<file path="src/wdt_ram.sv">
// ----------------------------------------------------------------------------
// wdt_ram
// Generic simple dual-port RAM: one write port, one read port, registered read.
// ----------------------------------------------------------------------------
module wdt_ram #(
    parameter  int WIDTH = 8,
    parameter  int DEPTH = 16,
    localparam int AW    = $clog2(DEPTH)
) (
    input  logic             aclk,
    input  logic             wr_en,
    input  logic [AW-1:0]    wr_addr,
    input  logic [WIDTH-1:0] wr_data,
    input  logic             rd_en,
    input  logic [AW-1:0]    rd_addr,
    output logic [WIDTH-1:0] rd_data
);

    logic [WIDTH-1:0] mem [DEPTH];
    logic [WIDTH-1:0] rd_data_reg;

    // write port
    always_ff @(posedge aclk) begin
        if (wr_en) begin
            mem[wr_addr] <= wr_data;
        end
    end

    // registered read port
    always_ff @(posedge aclk) begin
        if (rd_en) begin
            rd_data_reg <= mem[rd_addr];
        end
    end

    assign rd_data = rd_data_reg;

endmodule

</file>
<file path="config.mk">
export PLATFORM = sky130hd
export DESIGN_NAME = wdt_ram
export DESIGN_NICKNAME = d
export VERILOG_FILES = /design/src/wdt_ram.sv
export SDC_FILE = /design/constraint.sdc
export NUM_CORES = 1
export LEC_CHECK = 0
export ABC_AREA = 0
export ABC_CLOCK_PERIOD_IN_PS = 4300
export BUFFER_PORTS_ARGS = -buffer_cell sky130_fd_sc_hd__buf_2
export CAP_MARGIN = 10
export CORE_MARGIN = 2
export CORE_UTILIZATION = 60
export CTS_BUF_LIST = sky130_fd_sc_hd__clkbuf_2
export DETAILED_ROUTE_END_ITERATION = 8
export PLACE_DENSITY_LB_ADDON = 0.25
export SYNTH_ARGS = -nofsm -noshare
export SYNTH_HDL_FRONTEND = slang
export SYNTH_SLANG_ARGS = --single-unit
</file>
<file path="constraint.sdc">
create_clock -name aclk -period 4.3 [get_ports aclk]
set_clock_uncertainty 0.2 [all_clocks]
set_input_delay 0.86 -clock aclk [delete_from_list [all_inputs] [get_ports aclk]]
set_output_delay 0.86 -clock aclk [all_outputs]
set_load 0.01 [all_outputs]
</file>
==> results.json <==
{
  "rrSetupSlack_ns": 2.63,
  "p_int_uw": 1800,
  "drive_gt1_share_pct": 28.5,
  "die_w_um": 97.3,
  "yosys.area.top_type": "edfxtp_1",
  "critPathTopFamily": "flip-flops",
  "yosys.area_share.adder_pct": 0,
  "yosys_warnings": 0,
  "hold_class": "in -> reg",
  "tns_ns": 0,
  "start_util_pct": 60.8,
  "regToRegEndpoint": "rd_data[2]",
  "clock.fmax_mhz": 437,
  "grt_pass1_wl_um": 14500,
  "nNetsFinal": 288,
  "portBuffers": 26,
  "peakVddDrop_uv": 241,
  "fin_crit_sh_pct": 53.2,
  "largest_reg_flops": 128,
  "status": "complete, no violations",
  "tightest_slew_ns": 0.924,
  "synthXorXnorAreaFrac_pct": 0,
  "syn_inst": 229,
  "post-cts-setup-buffers": 0,
  "path_cells": "buf_2",
  "final_core_util_pct": 66.0,
  "muxShareOfSynthArea_pct": 14.8,
  "grt_pass1_vias": 2429,
  "routed_wirelength_um": 9440,
  "fin_cells": 389,
  "holdWs_ns": 0.337,
  "p_switching_uw": 537,
  "worstRegToRegCells": 3,
  "synth_area_per_cell_um2": 22.8,
  "vias": 2375,
  "cts_buffers": 17,
  "ys_seq_elements": 136,
  "clock_power_share_pct": 30.3,
  "met2_length_um": 4540,
  "syn-num-nets": 248,
  "place.gp.congestion": 0.735,
  "cts_root_buffer": "clkbuf_2",
  "place_ws_ns": 1.27,
  "grt_max_degree": 33,
  "slowest_delay_ns": 0.43,
  "track_usage_pct": 21.7,
  "synth_top_family_by_area": "multiplexers",
  "vias_per_cell": 6.11,
  "cts.sinks": 136,
  "grt-ovfl-total": 0,
  "synth_compound_area_share_pct": 2.30,
  "yosys.area.top_type_share_pct": 78.1,
  "critPathRequiredTime_ns": 3.24,
  "io_pins": 27,
  "antenna_found_initial": 0,
  "min_from": "rd_en",
  "critPathArrivalTime_ns": 1.23,
  "drv_cap": 0,
  "holdPathStages": 1,
  "power_density_mw_per_mm2": 412,
  "p_leak_uw": 0.00187,
  "highest_layer": "met4",
  "wire_per_inst_um": 24.3,
  "clk_pin_slew_ns": 0.22,
  "h-tree-depth": 4,
  "ys_types": 18,
  "yosysSeqAreaShare_pct": 78.1,
  "dp_cells": 358,
  "reg2reg_from": "mem[1][2]",
  "die_area_mm2": 0.00948,
  "n_antenna_cell": 0,
  "cts_hold_buf": 0,
  "rows": 34,
  "p_sw_share_pct": 23.0,
  "dieHeight_um": 97.3,
  "synth_area_mm2": 0.00523,
  "area_growth_pct": 8.57,
  "hold_violations": 0,
  "cts_resized": 0,
  "hpwl_um": 5760,
  "slew_headroom_pct": 38.2,
  "slew_viol_final": 0,
  "layout_setup_ws_ns": 2.01,
  "worst_setup_path_end_kind": "output port",
  "cts_buffer_depth": 2,
  "cts_tree": "done",
  "timing.final.crit_period_ns": 2.29,
  "clk-insertion-delay-late_ns": 0.67,
  "cp_num_buf_inv": 1,
  "drtPass1Iterations": 4,
  "dr_wl_met3_um": 900,
  "worstSetupStartpointType": "flip-flop",
  "core_mm2": 0.00859,
  "grt_setup_unrepaired": "false",
  "cp_max_fo": 1,
  "drc": 0,
  "path_class": "reg -> out",
  "wl_met1_um": 3890,
  "combPwrFrac_pct": 5.6,
  "synth_area_leaders": "edfxtp_1, mux4_2, mux4_1, a22oi_1, nor2_1",
  "whs_endpoint": "rd_data[1]",
  "first_iter_violations": 270,
  "ant_nets": 0,
  "yosys.area_share.simple_pct": 3.14,
  "p_seq_share_pct": 64.1,
  "setup_viol": 0,
  "slowest_stage": "edfxtp_1"
}
## worst reg2reg max path, delay by kind of cell (launching register included)
| family | cells | cell delay [ns] |
|---|---|---|
| compound gates | 1 | 0.26 |
| mux | 1 | 0.51 |
| simple gates | 1 | 0.08 |
| flops | 1 | 0.39 |
## cells by family (layout without fill, tap and decap cells)
group / Yosys count / count (layout)
flip-flops: 136 / 136
AND/OR/NAND/NOR: 35 / 35
buffers and inverters: 10 / 62
multiplexers: 32 / 32
AO/OA/AOI/OAI: 16 / 16
## cells in the mapped netlist (all sizes together)
| cell type | count |
|---|---|
| nand2 | 9 |
| and2b | 1 |
| buf | 7 |
| nor2 | 13 |
| clkdlybuf4s25 | 3 |
| mux4 | 32 |
| nor2b | 1 |
| or3b | 1 |
| nand3b | 2 |
| edfxtp | 136 |
| a22oi | 16 |
| nand3 | 1 |
| nor3 | 4 |
| nand2b | 2 |
| and2 | 1 |
## cells in the final DEF, fill, tap and decap left out, types with 2 or more instances in the layout
master      count
nand2_1         9
a22oi_1        16
nand3b_1        2
clkinv_2        6
clkbuf_2       17
clkinvlp_4      3
edfxtp_1      136
nor3_1          4
buf_4           4
nand2b_1        2
nor2_1         13
mux4_1         14
buf_2          26
bufinv_16       2
mux4_2         18
## routing by layer
layer,up-vias,global-route usage [%]
met3,10,5.76
met1,1199,32.1
met2,103,32.4
met5,-,0
li1,1063,-
met4,0,7.37
## cell type report
cell class	count	area, um^2
Clock buffer	17	85.1
Fill cell	576	2920
Clock inverter	14	134
Tap cell	108	135
Timing Repair Buffer	31	180
Multi-Input combinational cell	83	1060
Sequential cell	136	4080
## power by group through the flow
stage	logic [uW]	registers, uW	clock network [uW]
floorplan	75.4	1530	0
global placement	130	1530	0
detailed placement	133	1530	0
CTS	133	1500	719
global route	142	1500	774
finish	131	1500	710
## worst max path at each step
stage               start         end  slack, ns  depth (start not counted)
6_report       rd_data[3]  rd_data[3]       2.01                          1
5_1_grt        rd_data[1]  rd_data[1]       1.91                          1
4_1_cts        rd_data[3]  rd_data[3]       1.95                          1
3_5_place_dp   rd_addr[0]  rd_data[1]       1.27                          5
3_3_place_gp   rd_addr[0]  rd_data[1]       1.31                          5
2_1_floorplan  wr_addr[2]   mem[0][0]       1.75                          2
## metrics by stage
stage | area [um^2] | power [uW]
final | 5680 | 2340
after CTS | 5680 | 2350
after detailed placement | 5460 | 1660
after global routing | 5680 | 2420
after global placement | 5460 | 1660
after floorplan | 5230 | 1610
Note: power is estimated with default switching activity, not from simulation.
