## config.mk

```make
export PLATFORM = sky130hd
export DESIGN_NAME = wdt_eval
export DESIGN_NICKNAME = d
export VERILOG_FILES = /design/src/wdt_pkg.sv /design/src/wdt_eval.sv
export SDC_FILE = /design/constraint.sdc
export NUM_CORES = 1
export LEC_CHECK = 0
export ABC_AREA = 1
export BUFFER_PORTS_ARGS = -buffer_cell sky130_fd_sc_hd__buf_2
export CAP_MARGIN = 20
export CELL_PAD_IN_SITES_DETAIL_PLACEMENT = 0
export CELL_PAD_IN_SITES_GLOBAL_PLACEMENT = 1
export CORE_MARGIN = 2
export CORE_UTILIZATION = 29
export DETAILED_ROUTE_END_ITERATION = 10
export PLACE_DENSITY = 0.63
export SYNTH_ARGS = -nofsm -noshare
export SYNTH_HDL_FRONTEND = slang
export SYNTH_SLANG_ARGS = --single-unit
```

## constraint.sdc

```tcl
create_clock -name aclk -period 21.6 [get_ports aclk]
set_clock_uncertainty 0.1 [all_clocks]
set_input_delay 5.4 -clock aclk [delete_from_list [all_inputs] [get_ports aclk]]
set_output_delay 5.4 -clock aclk [all_outputs]
set_load 0.01 [all_outputs]
```

## src/wdt_pkg.sv

```systemverilog
// ----------------------------------------------------------------------------
// wdt_pkg
// Shared types, codes and defaults for the multi-channel watchdog table.
// ----------------------------------------------------------------------------
package wdt_pkg;

    // default table size and config reset value
    localparam int          CHANNELS_DEF = 256;
    localparam logic [13:0] TPS_RESET    = 14'd100;

    // action codes
    localparam logic [2:0] ACT_REGISTER   = 3'd0;
    localparam logic [2:0] ACT_UNREGISTER = 3'd1;
    localparam logic [2:0] ACT_UPDATE     = 3'd2;
    localparam logic [2:0] ACT_CHECK      = 3'd3;
    localparam logic [2:0] ACT_CLEAR      = 3'd4;

    // channel modes
    localparam logic [1:0] MODE_RUNNING   = 2'd0;
    localparam logic [1:0] MODE_SUSPENDED = 2'd1;
    localparam logic [1:0] MODE_EXITED    = 2'd2;
    localparam logic [1:0] MODE_DEAD      = 2'd3;

    // result status codes
    localparam logic [1:0] ST_DONE    = 2'd0;
    localparam logic [1:0] ST_FULL    = 2'd1;
    localparam logic [1:0] ST_IGNORED = 2'd2;
    localparam logic [1:0] ST_NONE    = 2'd3;

    // one table entry as held in the memory
    typedef struct packed {
        logic        in_use;
        logic        expired;
        logic [1:0]  mode;
        logic [7:0]  timeout;
        logic [31:0] feed;
        logic [15:0] tag;
    } wdt_entry_t;

    localparam int ENTRY_W = $bits(wdt_entry_t);

    // captured input item
    typedef struct packed {
        logic [2:0]  action;
        logic [31:0] now;
        logic [7:0]  tsec;
        logic [15:0] tag;
        logic [1:0]  mode;
    } wdt_item_t;

    // per-entry decision from the evaluation unit
    typedef struct packed {
        logic       valid;
        logic       hit;
        logic       wr_en;
        wdt_entry_t wr_data;
        logic [15:0] hit_tag;
    } wdt_dec_t;

endpackage

```

## src/wdt_eval.sv

```systemverilog
// ----------------------------------------------------------------------------
// wdt_eval
// Two-stage per-entry evaluation: registers the entry and its timeout limit,
// then decides hit and write-back for the current action.
// ----------------------------------------------------------------------------
module wdt_eval #(
    parameter  int CHANNELS = wdt_pkg::CHANNELS_DEF,
    localparam int AW       = $clog2(CHANNELS)
) (
    input  logic                aclk,
    input  logic                aresetn,
    input  logic                flush,
    input  logic                rd_valid,
    input  logic [AW-1:0]       rd_idx,
    input  wdt_pkg::wdt_entry_t rd_entry,
    input  wdt_pkg::wdt_item_t  item,
    input  logic [13:0]         tps,
    output wdt_pkg::wdt_dec_t   dec,
    output logic [AW-1:0]       dec_idx
);
    import wdt_pkg::*;

    logic       a_valid_reg;
    logic [AW-1:0] a_idx_reg;
    wdt_entry_t a_entry_reg;
    logic [21:0] a_prod_reg;

    logic [31:0] limit;
    logic [31:0] feed_eff;
    logic        wrapped;
    logic        eligible;
    logic        expire;
    wdt_entry_t  e;

    // stage A control
    always_ff @(posedge aclk) begin
        if (!aresetn || flush) begin
            a_valid_reg <= 1'b0;
        end else begin
            a_valid_reg <= rd_valid;
        end
    end

    // stage A payload: entry and timeout * ticks-per-second
    always_ff @(posedge aclk) begin
        a_idx_reg   <= rd_idx;
        a_entry_reg <= rd_entry;
        a_prod_reg  <= 22'(rd_entry.timeout) * 22'(tps);
    end

    // expiry test
    always_comb begin
        e        = a_entry_reg;
        limit    = 32'(a_prod_reg);
        wrapped  = item.now < e.feed;
        feed_eff = wrapped ? 32'd0 : e.feed;
        eligible = e.in_use && !e.expired &&
                   (e.mode != MODE_SUSPENDED) && (e.mode != MODE_EXITED);
        expire   = eligible && (item.now >= limit) && ((item.now - feed_eff) > limit);
    end

    // decision and write-back data per action
    always_comb begin
        dec         = '0;
        dec.valid   = a_valid_reg;
        dec.hit_tag = e.tag;
        dec.wr_data = e;
        case (item.action)
            ACT_REGISTER: begin
                dec.hit             = !e.in_use;
                dec.wr_en           = !e.in_use;
                dec.wr_data.in_use  = 1'b1;
                dec.wr_data.expired = 1'b0;
                dec.wr_data.mode    = MODE_RUNNING;
                dec.wr_data.timeout = item.tsec;
                dec.wr_data.feed    = item.now;
                dec.wr_data.tag     = item.tag;
            end
            ACT_UNREGISTER: begin
                dec.hit            = e.in_use;
                dec.wr_en          = e.in_use;
                dec.wr_data.in_use = 1'b0;
            end
            ACT_UPDATE: begin
                dec.hit          = e.in_use && !e.expired;
                dec.wr_en        = e.in_use && !e.expired;
                dec.wr_data.feed = item.now;
                dec.wr_data.mode = item.mode;
            end
            ACT_CHECK: begin
                dec.hit          = expire;
                dec.wr_en        = expire || (eligible && wrapped);
                dec.wr_data.feed = feed_eff;
                if (expire) begin
                    dec.wr_data.expired = 1'b1;
                    dec.wr_data.mode    = MODE_DEAD;
                end
            end
            default: begin
                dec.hit   = 1'b0;
                dec.wr_en = 1'b0;
            end
        endcase
        if (!a_valid_reg) begin
            dec.hit   = 1'b0;
            dec.wr_en = 1'b0;
        end
    end

    assign dec_idx = a_idx_reg;

endmodule

```

==> results.txt <==
- Run status: finished, final reports clean
- TritonCTS clock tree: done
- Power Density: 77.8 nW/um^2
- Number of endpoints failing setup at the final stage: 0
- Routed wire length: 33300 um
- Row generation in the floorplan step produced 68 rows.
* Cts-stage hold buffer count: 0
- The via count of the first global-routing pass was 9529.
- In this run, post-CTS repair resized a total of 0 instances.
- In the global route stage, overall resource usage came out at 18.5%.
- Standard cell with the maximum stage delay on the critical path: nand2_1
- Cell Count Post-Placement: 2054
* Relative contribution of the clock network to total power: 17.4%
- Flop pwr share: 22.0%
* Final-report hold violation count: 0
- Clock-pin slew on the worst setup and hold paths: 0.08 ns
* Fraction of layout cells with a size suffix above 1: 17.5%
- H-tree level count: 3
- At the end of the flow, the number of nets in the layout was 1979.
- Effective utilization at floorplan: 29.5%
- In this run the deepest clock path goes through 2 buffers.
* Pin count of the biggest net entering global routing: 34
- Setup slack on the critical path of the routed design comes to 5.22 ns.
- Count of distinct cell types in the synthesized netlist: 45
- Aggregate global routing overflow: 0
- Clk root buf: clkbuf_16
* I/O Buffers: 233
- Cells after synthesis: 1416
* WP data arrival: 10.88 ns
* Most frequent standard cell in the layout excluding fill and tap cells: nand2_1
- By instance count, the cell type seen most on the critical path is nand2_1.
- Slew margin rel.: 51.1%
- After synthesis, the mean cell area works out to 7.20 um^2.
- Setup fix buffers added after clock tree synthesis: 0
- When the netlist entered floorplanning its net count stood at 1785.
- Post-DR vias/cell: 4.59
- Width of the die: 192 um
- Registers take 1820 um^2.
- The routed layout has 9509 vias.
- Internal power of the cells: 502 uW
* Overall die area: 36700 um^2
- Dividing the final minimum period by the clock period gives 75.8%.
- Remaining design rule violation count: 0
- Vertical die dimension: 192 um
- CP Launch Type: input pin
- Post-synth design cell area: 10200 um^2
* Static power due to leakage: 0.00671 uW
- The register with the most flip-flops in the layout has 44 of them.
- Pin placement for this block handled 234 I/O pins.
- After detailed routing, the average wire length per cell comes to 16.1 um.
- Area growth syn-to-layout: 17.7%
- Share of the yosys chip area belonging to registers: 17.9%
- Max Fanout on Critical Path: 20
- The path class of the tightest hold or removal check is input pin to flip-flop.
* Endpoint class of the critical path: output port
- Routability-driven placement finished with a final weighted congestion of 0.905.
- Min Hold Slack: 5.02 ns
* Half-perimeter wire length after detailed placement: 28000 um
- Summed over all nets, the switching power comes to 432 uW.
- Cell Count, Final, Fillers Out: 2070
- Counting flops with an async set or reset pin after synthesis yields a share of 0%.
- The tree built by TritonCTS fans out to 91 sinks.
- The share of total power dissipated in combinational logic is 60.6%.
* DR pass1 iterations: 5
- The synthesized design contains 91 register bits.
- The library cells used most frequently in the layout, excluding fill and tap cells, are nand2_1 (431), inv_1 (248), buf_2 (233).
* Maximum operating frequency: 61.0 MHz
- The count of nets left with antenna violations once routing finished came out at 0.
- For this block, the initial DRC count from the detailed router was 464.
- Num CTS Buffers: 9
- Setup repair after global routing left no endpoint under its margin.
- Data on the critical path is required at its endpoint by 16.10 ns.
* Fin. max-slew vios: 0
* Worst supply voltage drop on vdd: 49.0 uV
- Period minus WS final: 16.38 ns
- Summing all multi-input logic gate instances after layout gives 7160 um^2.
- Antenna fix cells: 0
* EDFF count, synth: 0
* Area of the core: 34600 um^2
- In this design, the stage delay of the slowest critical-path cell is 0.43 ns.
* Least-Margin Pin Slew: 0.729 ns
- First-pass GRT wire length: 52000 um
- Net switching is 46.2% of the power.
- Antenna violations before repair: 0
- For this run, the number of Yosys warnings is 0.
- In the synthesized netlist the dominant register cell turns out to be dfxtp_1.
- Prior to clock tree synthesis, the placed netlist has a worst setup slack of 5.21 ns.
- Number of max-cap violations: 0
* Fill count: 3794
- For the final routed database, the setup TNS stands at 0 ns.
- Type of the worst setup path: input pin to output port
cell usage after synthesis (3+ instances only):
master / number / area share [%]
inv_1: 248 / 9.1
o21ai_1: 3 / 0.15
nor2_1: 59 / 2.2
o221ai_1: 33 / 2.8
o21bai_1: 7 / 0.52
nor4_1: 4 / 0.25
xnor2_1: 9 / 0.77
nor3_1: 10 / 0.49
o211ai_1: 4 / 0.29
a31oi_1: 9 / 0.55
clkbuf_1: 35 / 1.3
a21o_1: 3 / 0.22
nand4_1: 12 / 0.74
o21ai_0: 26 / 1.3
nand3_1: 37 / 1.8
xor2_1: 30 / 2.6
inv_2: 4 / 0.15
o21a_1: 4 / 0.29
ha_1: 149 / 18
a21oi_1: 80 / 3.9
buf_4: 17 / 1.3
nand2_1: 431 / 16
nor2_2: 3 / 0.18
dfxtp_1: 91 / 18
clkbuf_2: 3 / 0.15
fa_1: 73 / 14
a211oi_1: 4 / 0.29
nand2_2: 8 / 0.49
cell families after synthesis:
group                      share of synthesized area (%)
AOI/OAI and AO/OA                                   11.2
buffers and inverters                               12.0
xor gates and xnor gates                            3.35
and+or+nand+nor                                     23.0
DFF                                                 17.9
adders and majority gates                           32.6
area by class of cell:
cell class | count | share of cell area, %
Multi-Input combinational cell | 1018 | 59.7
Timing Repair Buffer | 238 | 10.0
Sequential cell | 91 | 15.2
Clock inverter | 7 | 0.605
Inverter | 252 | 7.88
Tap cell | 455 | 4.74
Clock buffer | 9 | 1.88
routing by layer:
layer  global-route usage (%)  vias up  part of all wire (%)
li1                         -     4875                     -
met1                     24.2     4433                    46
met2                     31.6      177                    48
met3                     2.46       24                   3.3
met4                     5.53        0                   2.0
met5                        0        -                     0
final timing paths:
check	startpoint	endpoint	slack, ns	depth (start not counted)
max	item[47]	dec[76]	5.22	37
min	rd_entry[57]	a_entry_reg[57]	5.02	1
stage by stage:
step / total power [uW] / utilization, % / cell area (um^2)
floorplan: 624 / - / 10200
global placement: 775 / 33.8 / 11700
detailed placement: 778 / 33.8 / 11700
CTS: 950 / 34.7 / 12000
global route: 1040 / 34.7 / 12000
finish: 933 / 34.7 / 12000
power groups by stage:
stage	logic [uW]	clock network [uW]	registers, uW
2_1_floorplan	416	0	208
3_3_place_gp	566	0	209
3_5_place_dp	569	0	209
4_1_cts	573	172	205
5_1_grt	657	178	208
6_report	566	162	205
critical path: cells and delay by family:
kind,cells,cell delay (ns)
compound gates,2,0.51
xor+xnor,1,0.15
simple gates,23,2.64
buf+inv,7,1.02
fa+ha+maj,4,1.16
Power figures use the tool's default switching activity.
